File: src/fpba_pkg.sv
// shared types and constants of the fit policy block allocator
package fpba_pkg;

    // address and table entry widths
    localparam int ADDR_BITS = 16;
    localparam int END_W     = ADDR_BITS + 2;
    localparam int NEED_W    = ADDR_BITS + 1;
    localparam int ENTRY_W   = 2 * ADDR_BITS;

    // configuration register indexes
    localparam logic REG_FIT_MODE    = 1'b0;
    localparam logic REG_REGION_SIZE = 1'b1;

    // fit modes, every other code acts as worst fit
    localparam logic [1:0] FIT_FIRST = 2'd0;
    localparam logic [1:0] FIT_BEST  = 2'd1;
    localparam logic [1:0] FIT_WORST = 2'd2;

    // commands
    localparam logic CMD_ALLOC = 1'b0;
    localparam logic CMD_FREE  = 1'b1;

    // result status codes
    localparam logic [1:0] ST_OK        = 2'd0;
    localparam logic [1:0] ST_NO_FIT    = 2'd1;
    localparam logic [1:0] ST_NOT_FOUND = 2'd2;
    localparam logic [1:0] ST_FULL      = 2'd3;

    // verdict of one gap against the current choice
    typedef struct packed {
        logic                 take;
        logic [ADDR_BITS-1:0] gap;
    } t_gap_res;

endpackage

File: src/fpba_gap_eval.sv
// gap size and fit decision for one gap of the region
module fpba_gap_eval
    import fpba_pkg::*;
(
    input  logic [ADDR_BITS-1:0] i_limit,
    input  logic [END_W-1:0]     i_prev_end,
    input  logic [NEED_W-1:0]    i_need,
    input  logic                 i_found,
    input  logic [ADDR_BITS-1:0] i_best_gap,
    input  logic [1:0]           i_fit_mode,
    output t_gap_res             o_res
);

    logic [END_W-1:0]     limit_ext;
    logic [ADDR_BITS-1:0] gap;
    logic                 fits;
    logic                 better;

    // gap from the end of the previous block up to the limit, zero if overlapped
    assign limit_ext = {2'b00, i_limit};
    assign gap  = (limit_ext > i_prev_end) ? ADDR_BITS'(limit_ext - i_prev_end) : '0;
    assign fits = ({1'b0, gap} >= i_need);

    // policy compare, strict so ties keep the lower address
    always_comb begin
        case (i_fit_mode)
            FIT_FIRST: better = 1'b0;
            FIT_BEST:  better = (gap < i_best_gap);
            default:   better = (gap > i_best_gap);
        endcase
    end

    assign o_res.take = fits && (!i_found || better);
    assign o_res.gap  = gap;

endmodule

File: src/fit_policy_block_allocator.sv
// fit policy block allocator: sorted block table in a one-port-read memory
// throughput: one request at a time, the table memory reads one entry a cycle
// for the gap scan and for the entry shift that keeps the table sorted
// reset: synchronous active low, clears the block count, config registers go to defaults
module fit_policy_block_allocator
    import fpba_pkg::*;
#(
    parameter int MAX_BLOCKS   = 16,
    parameter int HEADER_BYTES = 24
) (
    input  logic        i_clk,
    input  logic        i_rst_n,
    // request stream
    input  logic        s_tvalid,
    output logic        s_tready,
    input  logic [31:0] s_tdata,   // request_size[15:0], free_address[31:16]
    input  logic [0:0]  s_tuser,   // cmd[0]
    // result stream
    output logic        m_tvalid,
    input  logic        m_tready,
    output logic [23:0] m_tdata,   // payload_address[15:0], status[17:16], zero pad
    // configuration writes
    input  logic        i_cfg_we,
    input  logic        i_cfg_addr,
    input  logic [15:0] i_cfg_wdata
);

    localparam int CNT_W = $clog2(MAX_BLOCKS + 1);
    localparam int IDX_W = (MAX_BLOCKS > 1) ? $clog2(MAX_BLOCKS) : 1;
    localparam logic [CNT_W-1:0]     MAX_CNT = CNT_W'(MAX_BLOCKS);
    localparam logic [CNT_W-1:0]     ONE_CNT = CNT_W'(1);
    localparam logic [ADDR_BITS-1:0] HDR_A   = ADDR_BITS'(HEADER_BYTES);
    localparam logic [END_W-1:0]     HDR_E   = END_W'(HEADER_BYTES);
    localparam logic [NEED_W-1:0]    HDR_N   = NEED_W'(HEADER_BYTES);

    // sequencer states
    localparam logic [2:0] S_IDLE  = 3'd0;
    localparam logic [2:0] S_SCAN  = 3'd1;
    localparam logic [2:0] S_FINAL = 3'd2;
    localparam logic [2:0] S_SHIFT = 3'd3;
    localparam logic [2:0] S_PLACE = 3'd4;
    localparam logic [2:0] S_DONE  = 3'd5;

    // block table: [ADDR_BITS-1:0] base, upper half payload length
    logic [ENTRY_W-1:0] r_mem [MAX_BLOCKS];
    logic [ENTRY_W-1:0] r_rd_data;

    logic [2:0]           r_state;
    logic [CNT_W-1:0]     r_count;
    logic [1:0]           r_fit_mode;
    logic [ADDR_BITS-1:0] r_region;
    logic                 r_cmd;
    logic [ADDR_BITS-1:0] r_req;
    logic [ADDR_BITS-1:0] r_faddr;
    logic [CNT_W-1:0]     r_idx;
    logic [CNT_W-1:0]     r_pidx;
    logic [CNT_W-1:0]     r_left;
    logic                 r_pend;
    logic                 r_found;
    logic [END_W-1:0]     r_prev_end;
    logic [ADDR_BITS-1:0] r_best_gap;
    logic [ADDR_BITS-1:0] r_best_start;
    logic [CNT_W-1:0]     r_slot;
    logic [ADDR_BITS-1:0] r_addr;
    logic [1:0]           r_status;
    logic                 r_out_valid;
    logic [ADDR_BITS-1:0] r_out_addr;
    logic [1:0]           r_out_status;

    logic                 rd_en;
    logic [IDX_W-1:0]     rd_addr;
    logic                 wr_en;
    logic [IDX_W-1:0]     wr_addr;
    logic [ENTRY_W-1:0]   wr_data;
    logic [ADDR_BITS-1:0] ent_base;
    logic [ADDR_BITS-1:0] ent_len;
    logic [END_W-1:0]     ent_end;
    logic                 free_hit;
    logic [NEED_W-1:0]    need;
    logic [ADDR_BITS-1:0] limit;
    t_gap_res             gap_res;
    logic                 fin_found;
    logic [CNT_W-1:0]     fin_slot;
    logic [ADDR_BITS-1:0] fin_start;
    logic [CNT_W-1:0]     shift_wr_idx;

    // read port: table scan walks up, shift walks either way
    assign rd_en   = ((r_state == S_SCAN) && (r_idx < r_count)) ||
                     ((r_state == S_SHIFT) && (r_left != '0));
    assign rd_addr = r_idx[IDX_W-1:0];

    // write port: shifted entry or the new block
    assign shift_wr_idx = (r_cmd == CMD_ALLOC) ? (r_pidx + ONE_CNT) : (r_pidx - ONE_CNT);
    assign wr_en   = ((r_state == S_SHIFT) && r_pend) || (r_state == S_PLACE);
    assign wr_addr = (r_state == S_PLACE) ? r_slot[IDX_W-1:0] : shift_wr_idx[IDX_W-1:0];
    assign wr_data = (r_state == S_PLACE) ? {r_req, r_best_start} : r_rd_data;

    // table memory, registered read
    always_ff @(posedge i_clk) begin
        if (wr_en) begin
            r_mem[wr_addr] <= wr_data;
        end
        if (rd_en) begin
            r_rd_data <= r_mem[rd_addr];
        end
    end

    // fields of the entry just read
    assign ent_base = r_rd_data[ADDR_BITS-1:0];
    assign ent_len  = r_rd_data[ENTRY_W-1:ADDR_BITS];
    assign ent_end  = {2'b00, ent_base} + HDR_E + {2'b00, ent_len};
    assign free_hit = ((ent_base + HDR_A) == r_faddr);
    assign need     = HDR_N + {1'b0, r_req};
    assign limit    = (r_state == S_FINAL) ? r_region : ent_base;

    fpba_gap_eval u_gap (
        .i_limit    (limit),
        .i_prev_end (r_prev_end),
        .i_need     (need),
        .i_found    (r_found),
        .i_best_gap (r_best_gap),
        .i_fit_mode (r_fit_mode),
        .o_res      (gap_res)
    );

    // choice after the gap behind the last block
    assign fin_found = r_found || gap_res.take;
    assign fin_slot  = gap_res.take ? r_count : r_slot;
    assign fin_start = gap_res.take ? r_prev_end[ADDR_BITS-1:0] : r_best_start;

    // request sequencer
    always_ff @(posedge i_clk) begin
        if (!i_rst_n) begin
            r_state     <= S_IDLE;
            r_count     <= '0;
            r_fit_mode  <= FIT_FIRST;
            r_region    <= 16'hFFFF;
            r_pend      <= 1'b0;
            r_out_valid <= 1'b0;
        end else begin
            // configuration writes
            if (i_cfg_we) begin
                unique case (i_cfg_addr)
                    REG_FIT_MODE:    r_fit_mode <= i_cfg_wdata[1:0];
                    REG_REGION_SIZE: r_region   <= i_cfg_wdata;
                endcase
            end

            // result transfer frees the output register
            if (r_out_valid && m_tready) begin
                r_out_valid <= 1'b0;
            end

            unique case (r_state)
                S_IDLE: begin
                    if (s_tvalid) begin
                        r_cmd        <= s_tuser[0];
                        r_req        <= s_tdata[15:0];
                        r_faddr      <= s_tdata[31:16];
                        r_idx        <= '0;
                        r_pend       <= 1'b0;
                        r_found      <= 1'b0;
                        r_prev_end   <= '0;
                        r_best_gap   <= '0;
                        r_best_start <= '0;
                        r_slot       <= '0;
                        if ((s_tuser[0] == CMD_ALLOC) && (r_count == MAX_CNT)) begin
                            r_status <= ST_FULL;
                            r_addr   <= '0;
                            r_state  <= S_DONE;
                        end else begin
                            r_state <= S_SCAN;
                        end
                    end
                end

                S_SCAN: begin
                    if (rd_en) begin
                        r_idx  <= r_idx + ONE_CNT;
                        r_pidx <= r_idx;
                    end
                    r_pend <= rd_en;
                    if (r_pend) begin
                        if (r_cmd == CMD_FREE) begin
                            // first match: close the hole above it
                            if (free_hit) begin
                                r_left  <= r_count - r_pidx - ONE_CNT;
                                r_idx   <= r_pidx + ONE_CNT;
                                r_pend  <= 1'b0;
                                r_state <= S_SHIFT;
                            end
                        end else begin
                            // gap in front of this block
                            if (gap_res.take) begin
                                r_found      <= 1'b1;
                                r_best_gap   <= gap_res.gap;
                                r_best_start <= r_prev_end[ADDR_BITS-1:0];
                                r_slot       <= r_pidx;
                            end
                            if (ent_end > r_prev_end) begin
                                r_prev_end <= ent_end;
                            end
                        end
                    end else if (!rd_en) begin
                        if (r_cmd == CMD_FREE) begin
                            r_status <= ST_NOT_FOUND;
                            r_addr   <= '0;
                            r_state  <= S_DONE;
                        end else begin
                            r_state <= S_FINAL;
                        end
                    end
                end

                S_FINAL: begin
                    if (!fin_found) begin
                        r_status <= ST_NO_FIT;
                        r_addr   <= '0;
                        r_state  <= S_DONE;
                    end else begin
                        r_slot       <= fin_slot;
                        r_best_start <= fin_start;
                        r_left       <= r_count - fin_slot;
                        r_idx        <= r_count - ONE_CNT;
                        r_pend       <= 1'b0;
                        r_status     <= ST_OK;
                        r_addr       <= fin_start + HDR_A;
                        r_state      <= S_SHIFT;
                    end
                end

                S_SHIFT: begin
                    if (rd_en) begin
                        r_idx  <= (r_cmd == CMD_ALLOC) ? (r_idx - ONE_CNT) : (r_idx + ONE_CNT);
                        r_pidx <= r_idx;
                        r_left <= r_left - ONE_CNT;
                    end
                    r_pend <= rd_en;
                    if (!rd_en && !r_pend) begin
                        if (r_cmd == CMD_ALLOC) begin
                            r_state <= S_PLACE;
                        end else begin
                            r_count  <= r_count - ONE_CNT;
                            r_status <= ST_OK;
                            r_addr   <= '0;
                            r_state  <= S_DONE;
                        end
                    end
                end

                S_PLACE: begin
                    r_count <= r_count + ONE_CNT;
                    r_state <= S_DONE;
                end

                S_DONE: begin
                    if (!r_out_valid || m_tready) begin
                        r_out_valid  <= 1'b1;
                        r_out_addr   <= r_addr;
                        r_out_status <= r_status;
                        r_state      <= S_IDLE;
                    end
                end

                default: begin
                    r_state <= S_IDLE;
                end
            endcase
        end
    end

    // stream outputs
    assign s_tready = (r_state == S_IDLE);
    assign m_tvalid = r_out_valid;
    assign m_tdata  = {6'b000000, r_out_status, r_out_addr};

endmodule

File: config.mk
export PLATFORM = sky130hd
export DESIGN_NAME = fit_policy_block_allocator
export DESIGN_NICKNAME = d
export VERILOG_FILES = /design/src/fpba_pkg.sv /design/src/fpba_gap_eval.sv /design/src/fit_policy_block_allocator.sv
export SDC_FILE = /design/constraint.sdc
export NUM_CORES = 1
export LEC_CHECK = 0
export ABC_AREA = 0
export ABC_CLOCK_PERIOD_IN_PS = 12100
export BUFFER_PORTS_ARGS = -buffer_cell sky130_fd_sc_hd__buf_2
export CORE_MARGIN = 10
export CORE_UTILIZATION = 30
export DETAILED_ROUTE_END_ITERATION = 8
export GPL_TIMING_DRIVEN = 1
export PLACE_DENSITY_LB_ADDON = 0.1
export SLEW_MARGIN = 20
export SYNTH_ARGS = -nofsm -noshare
export SYNTH_HDL_FRONTEND = slang
export SYNTH_SLANG_ARGS = --single-unit
export TNS_END_PERCENT = 30
File: constraint.sdc
create_clock -name i_clk -period 12.1 [get_ports i_clk]
set_clock_uncertainty 0.15 [all_clocks]
set_input_delay 1.815 -clock i_clk [delete_from_list [all_inputs] [get_ports i_clk]]
set_output_delay 1.815 -clock i_clk [all_outputs]
set_load 0.02 [all_outputs]
==> impl_metrics.tcl <==
set metrics [dict create \
    num_vias 18330 \
    ys_seq_area_share_pct 65.5 \
    wire_per_inst_um 26.0 \
    rsz0062_at_grt "false" \
    die_w_um 348 \
    endpoint "r_addr[15]" \
    highest_layer "met4" \
    power_density_mw_per_mm2 258 \
    avgSynthCellArea_um2 15.4 \
    crit_path_frequent_cell "nor2_1" \
    finish.utilization_pct 34.9 \
    hold_violations 0 \
    drv_slew 0 \
    cts_hold_buf 0 \
    hold_ws_ns 0.266 \
    synthTopCellsByCount "684 x edfxtp_1, 233 x nand2_1, 160 x mux4_2, 143 x nor2_1, 120 x ha_1" \
    grt_overflow 0 \
    yosys_register_bits 712 \
    worstPathRequired_ns 12.42 \
    r2r-start "r_state[1]" \
    synth_top_area_cell "edfxtp_1" \
    clk_latency_ns 0.67 \
    synth-edff-count 684 \
    insertedDiodeCount 0 \
    relSlewSlack_pct 24.0 \
    r2r_cells 31 \
    layoutNonFillerInstCount 3679 \
    grt_pass1_vias 19013 \
    cts_tree "built" \
    ys_warn_count 0 \
    drive_above_1_share_pct 19.4 \
    startpoint_type "flop" \
    grt_antenna_before_repair 0 \
    fmax_mhz 119 \
    drtIter0Drc 1461 \
    timing.final.crit_share_pct 69.7 \
    cts-buffers-inserted 81 \
    cts.clk_slew.worst_paths_ns 0.06 \
    clockRootBuffer "clkbuf_16" \
    syn_inst 2091 \
    remaining_drc_errors 0 \
    cts_max_level 3 \
    routed_wl_um 95500 \
    die_h_um 348 \
    crit_type "flop to flop" \
    setup_ws_ns 3.66 \
    clkSinkCount 712 \
    worst_path_largest_cell_delay_ns 0.69 \
    async_reset_ff_share_pct 0 \
    synth.most_common_cell "edfxtp_1" \
    synth_area_leaders "edfxtp_1 64%, mux4_2 11%, ha_1 4.7%" \
    cts_resized 0 \
    avgViaCountPerCell 4.98 \
    setup_tns_ns 0 \
    port_buffers 74 \
    hold_path_class "flop to flop" \
    layout.nets 2388 \
    met2_length_um 45600 \
    synth_flop_cell "edfxtp_1" \
    gp_congestion 0.813 \
    core-area_mm2 0.107 \
    met1_length_um 44000 \
    ys_types 75 \
    cts_setup_buffers 0 \
    drv_cap 0 \
    status "completed" \
    final_antenna_net_count 0 \
    grt_max_degree 134 \
    dp.cells 3529 \
    cp-end-kind "flop" \
    ioPinCount 81 \
    startpoint "r_state[1]" \
    netlist.area_leader.share_pct 63.8 \
    num_rows 120 \
    area_growth_pct 15.7 \
    cp_max_fo 36 \
    grt.total_usage_pct 15.6 \
    fin_crit_ns 8.44 \
    r2r-end "r_addr[15]" \
    cts_buffer_depth 3 \
    worst_pin_slew_ns 1.14 \
    syn_area_mm2 0.0322 \
    power.leakage_nw 12.8 \
    dr.pass1.iters 5 \
    wl_met3_um 3680 \
    dieArea_mm2 0.121 \
    worst_path_max_delay_cell "dfxtp_1" \
    dpl.hpwl_um 57300 \
    grt_pass1_wl_um 138000 \
    setup_viol 0 \
    ir_worst_vdd_mv 0.150 \
    arrival_ns 8.75 \
    start_util_pct 30.1 \
    r2r_slack_ns 3.66 \
    dp_slack_ns 3.59 \
]
[power breakdown]
part | switching [mW] | internal [mW] | total, mW
clock | 1.04 | 1.49 | 2.53
sequential | 0.241 | 3.29 | 3.53
combinational | 2.18 | 1.38 | 3.56
[routing by layer]
metal  track usage [%]  up-vias
met5                 0        -
met4              4.76        0
met3              2.14      105
met2              25.5      395
met1              21.4     9567
li1                  -     8263
[layout make-up]
class,instances,area (um2)
sequential,712,21100
clock inverter,47,586
tap,1403,1760
inverter,77,289
multi-input combinational,1213,10600
timing repair buffer,124,771
fill,10200,69600
clock buffer,103,2150
[cell families after synthesis]
family,synth area share [%]
AOI/OAI and AO/OA,4.35
xor gates and xnor gates,2.85
adders and majority gates,4.91
buffers and inverters,2.16
DFF,65.5
muxes,12.3
other,0.0116
and+or+nand+nor,7.90
[cell usage in the layout, fill, tap and decap left out, types with 24 or more instances in the layout]
cell type,count
edfxtp_1,684
nand2_1,233
mux4_2,160
nor2_1,124
ha_1,120
clkbuf_16,82
inv_1,76
buf_2,74
xnor2_1,71
a21oi_1,60
o21ai_0,52
buf_4,48
nand3_1,40
mux2i_1,33
xor2_1,32
dfxtp_1,28
nor3_1,24
[per-stage QoR]
step	area (um2)	total power, mW
after global routing	37300	10.2
after CTS	37200	9.75
after floorplan	32200	5.94
final	37300	9.62
after detailed placement	34500	7.17
after global placement	34500	7.14
[sequential cells by signal, summed over array words and instances, names as in the netlist]
signal and count:
r_req 16, r_fit_mode 2, r_found 1, r_idx 5
r_best_gap 16, r_faddr 16, r_status 2, r_out_status 2
r_region 16, r_best_start 16, r_slot 5, r_count 5
r_mem 512, r_addr 16, r_state 3, r_cmd 1
r_pidx 5, r_prev_end 18, r_pend 1, r_rd_data 32
r_out_addr 16, r_left 5, m_tvalid 1
[how the worst min path moves through the flow]
| stage | startpoint | to | slack, ns | depth (start not counted) |
|---|---|---|---|---|
| floorplan | r_addr[0] | r_out_addr[0] | 0.25 | 0 |
| global placement | r_status[0] | r_out_status[0] | 0.26 | 0 |
| detailed placement | r_addr[6] | r_out_addr[6] | 0.25 | 0 |
| CTS | r_addr[6] | r_out_addr[6] | 0.27 | 0 |
| global route | r_addr[5] | r_out_addr[5] | 0.28 | 0 |
| finish | r_addr[6] | r_out_addr[6] | 0.27 | 0 |
[critical path, delay by kind of cell (launching register included)]
family	cells	cell delay, ns
adders and majority gates	3	0.87
DFF	1	0.69
buffers and inverters	5	1.46
AOI/OAI and AO/OA	7	1.96
and+or+nand+nor	13	2.42
muxes	2	0.54
xor gates and xnor gates	1	0.12
No activity file was read; power rests on OpenSTA's default activity.
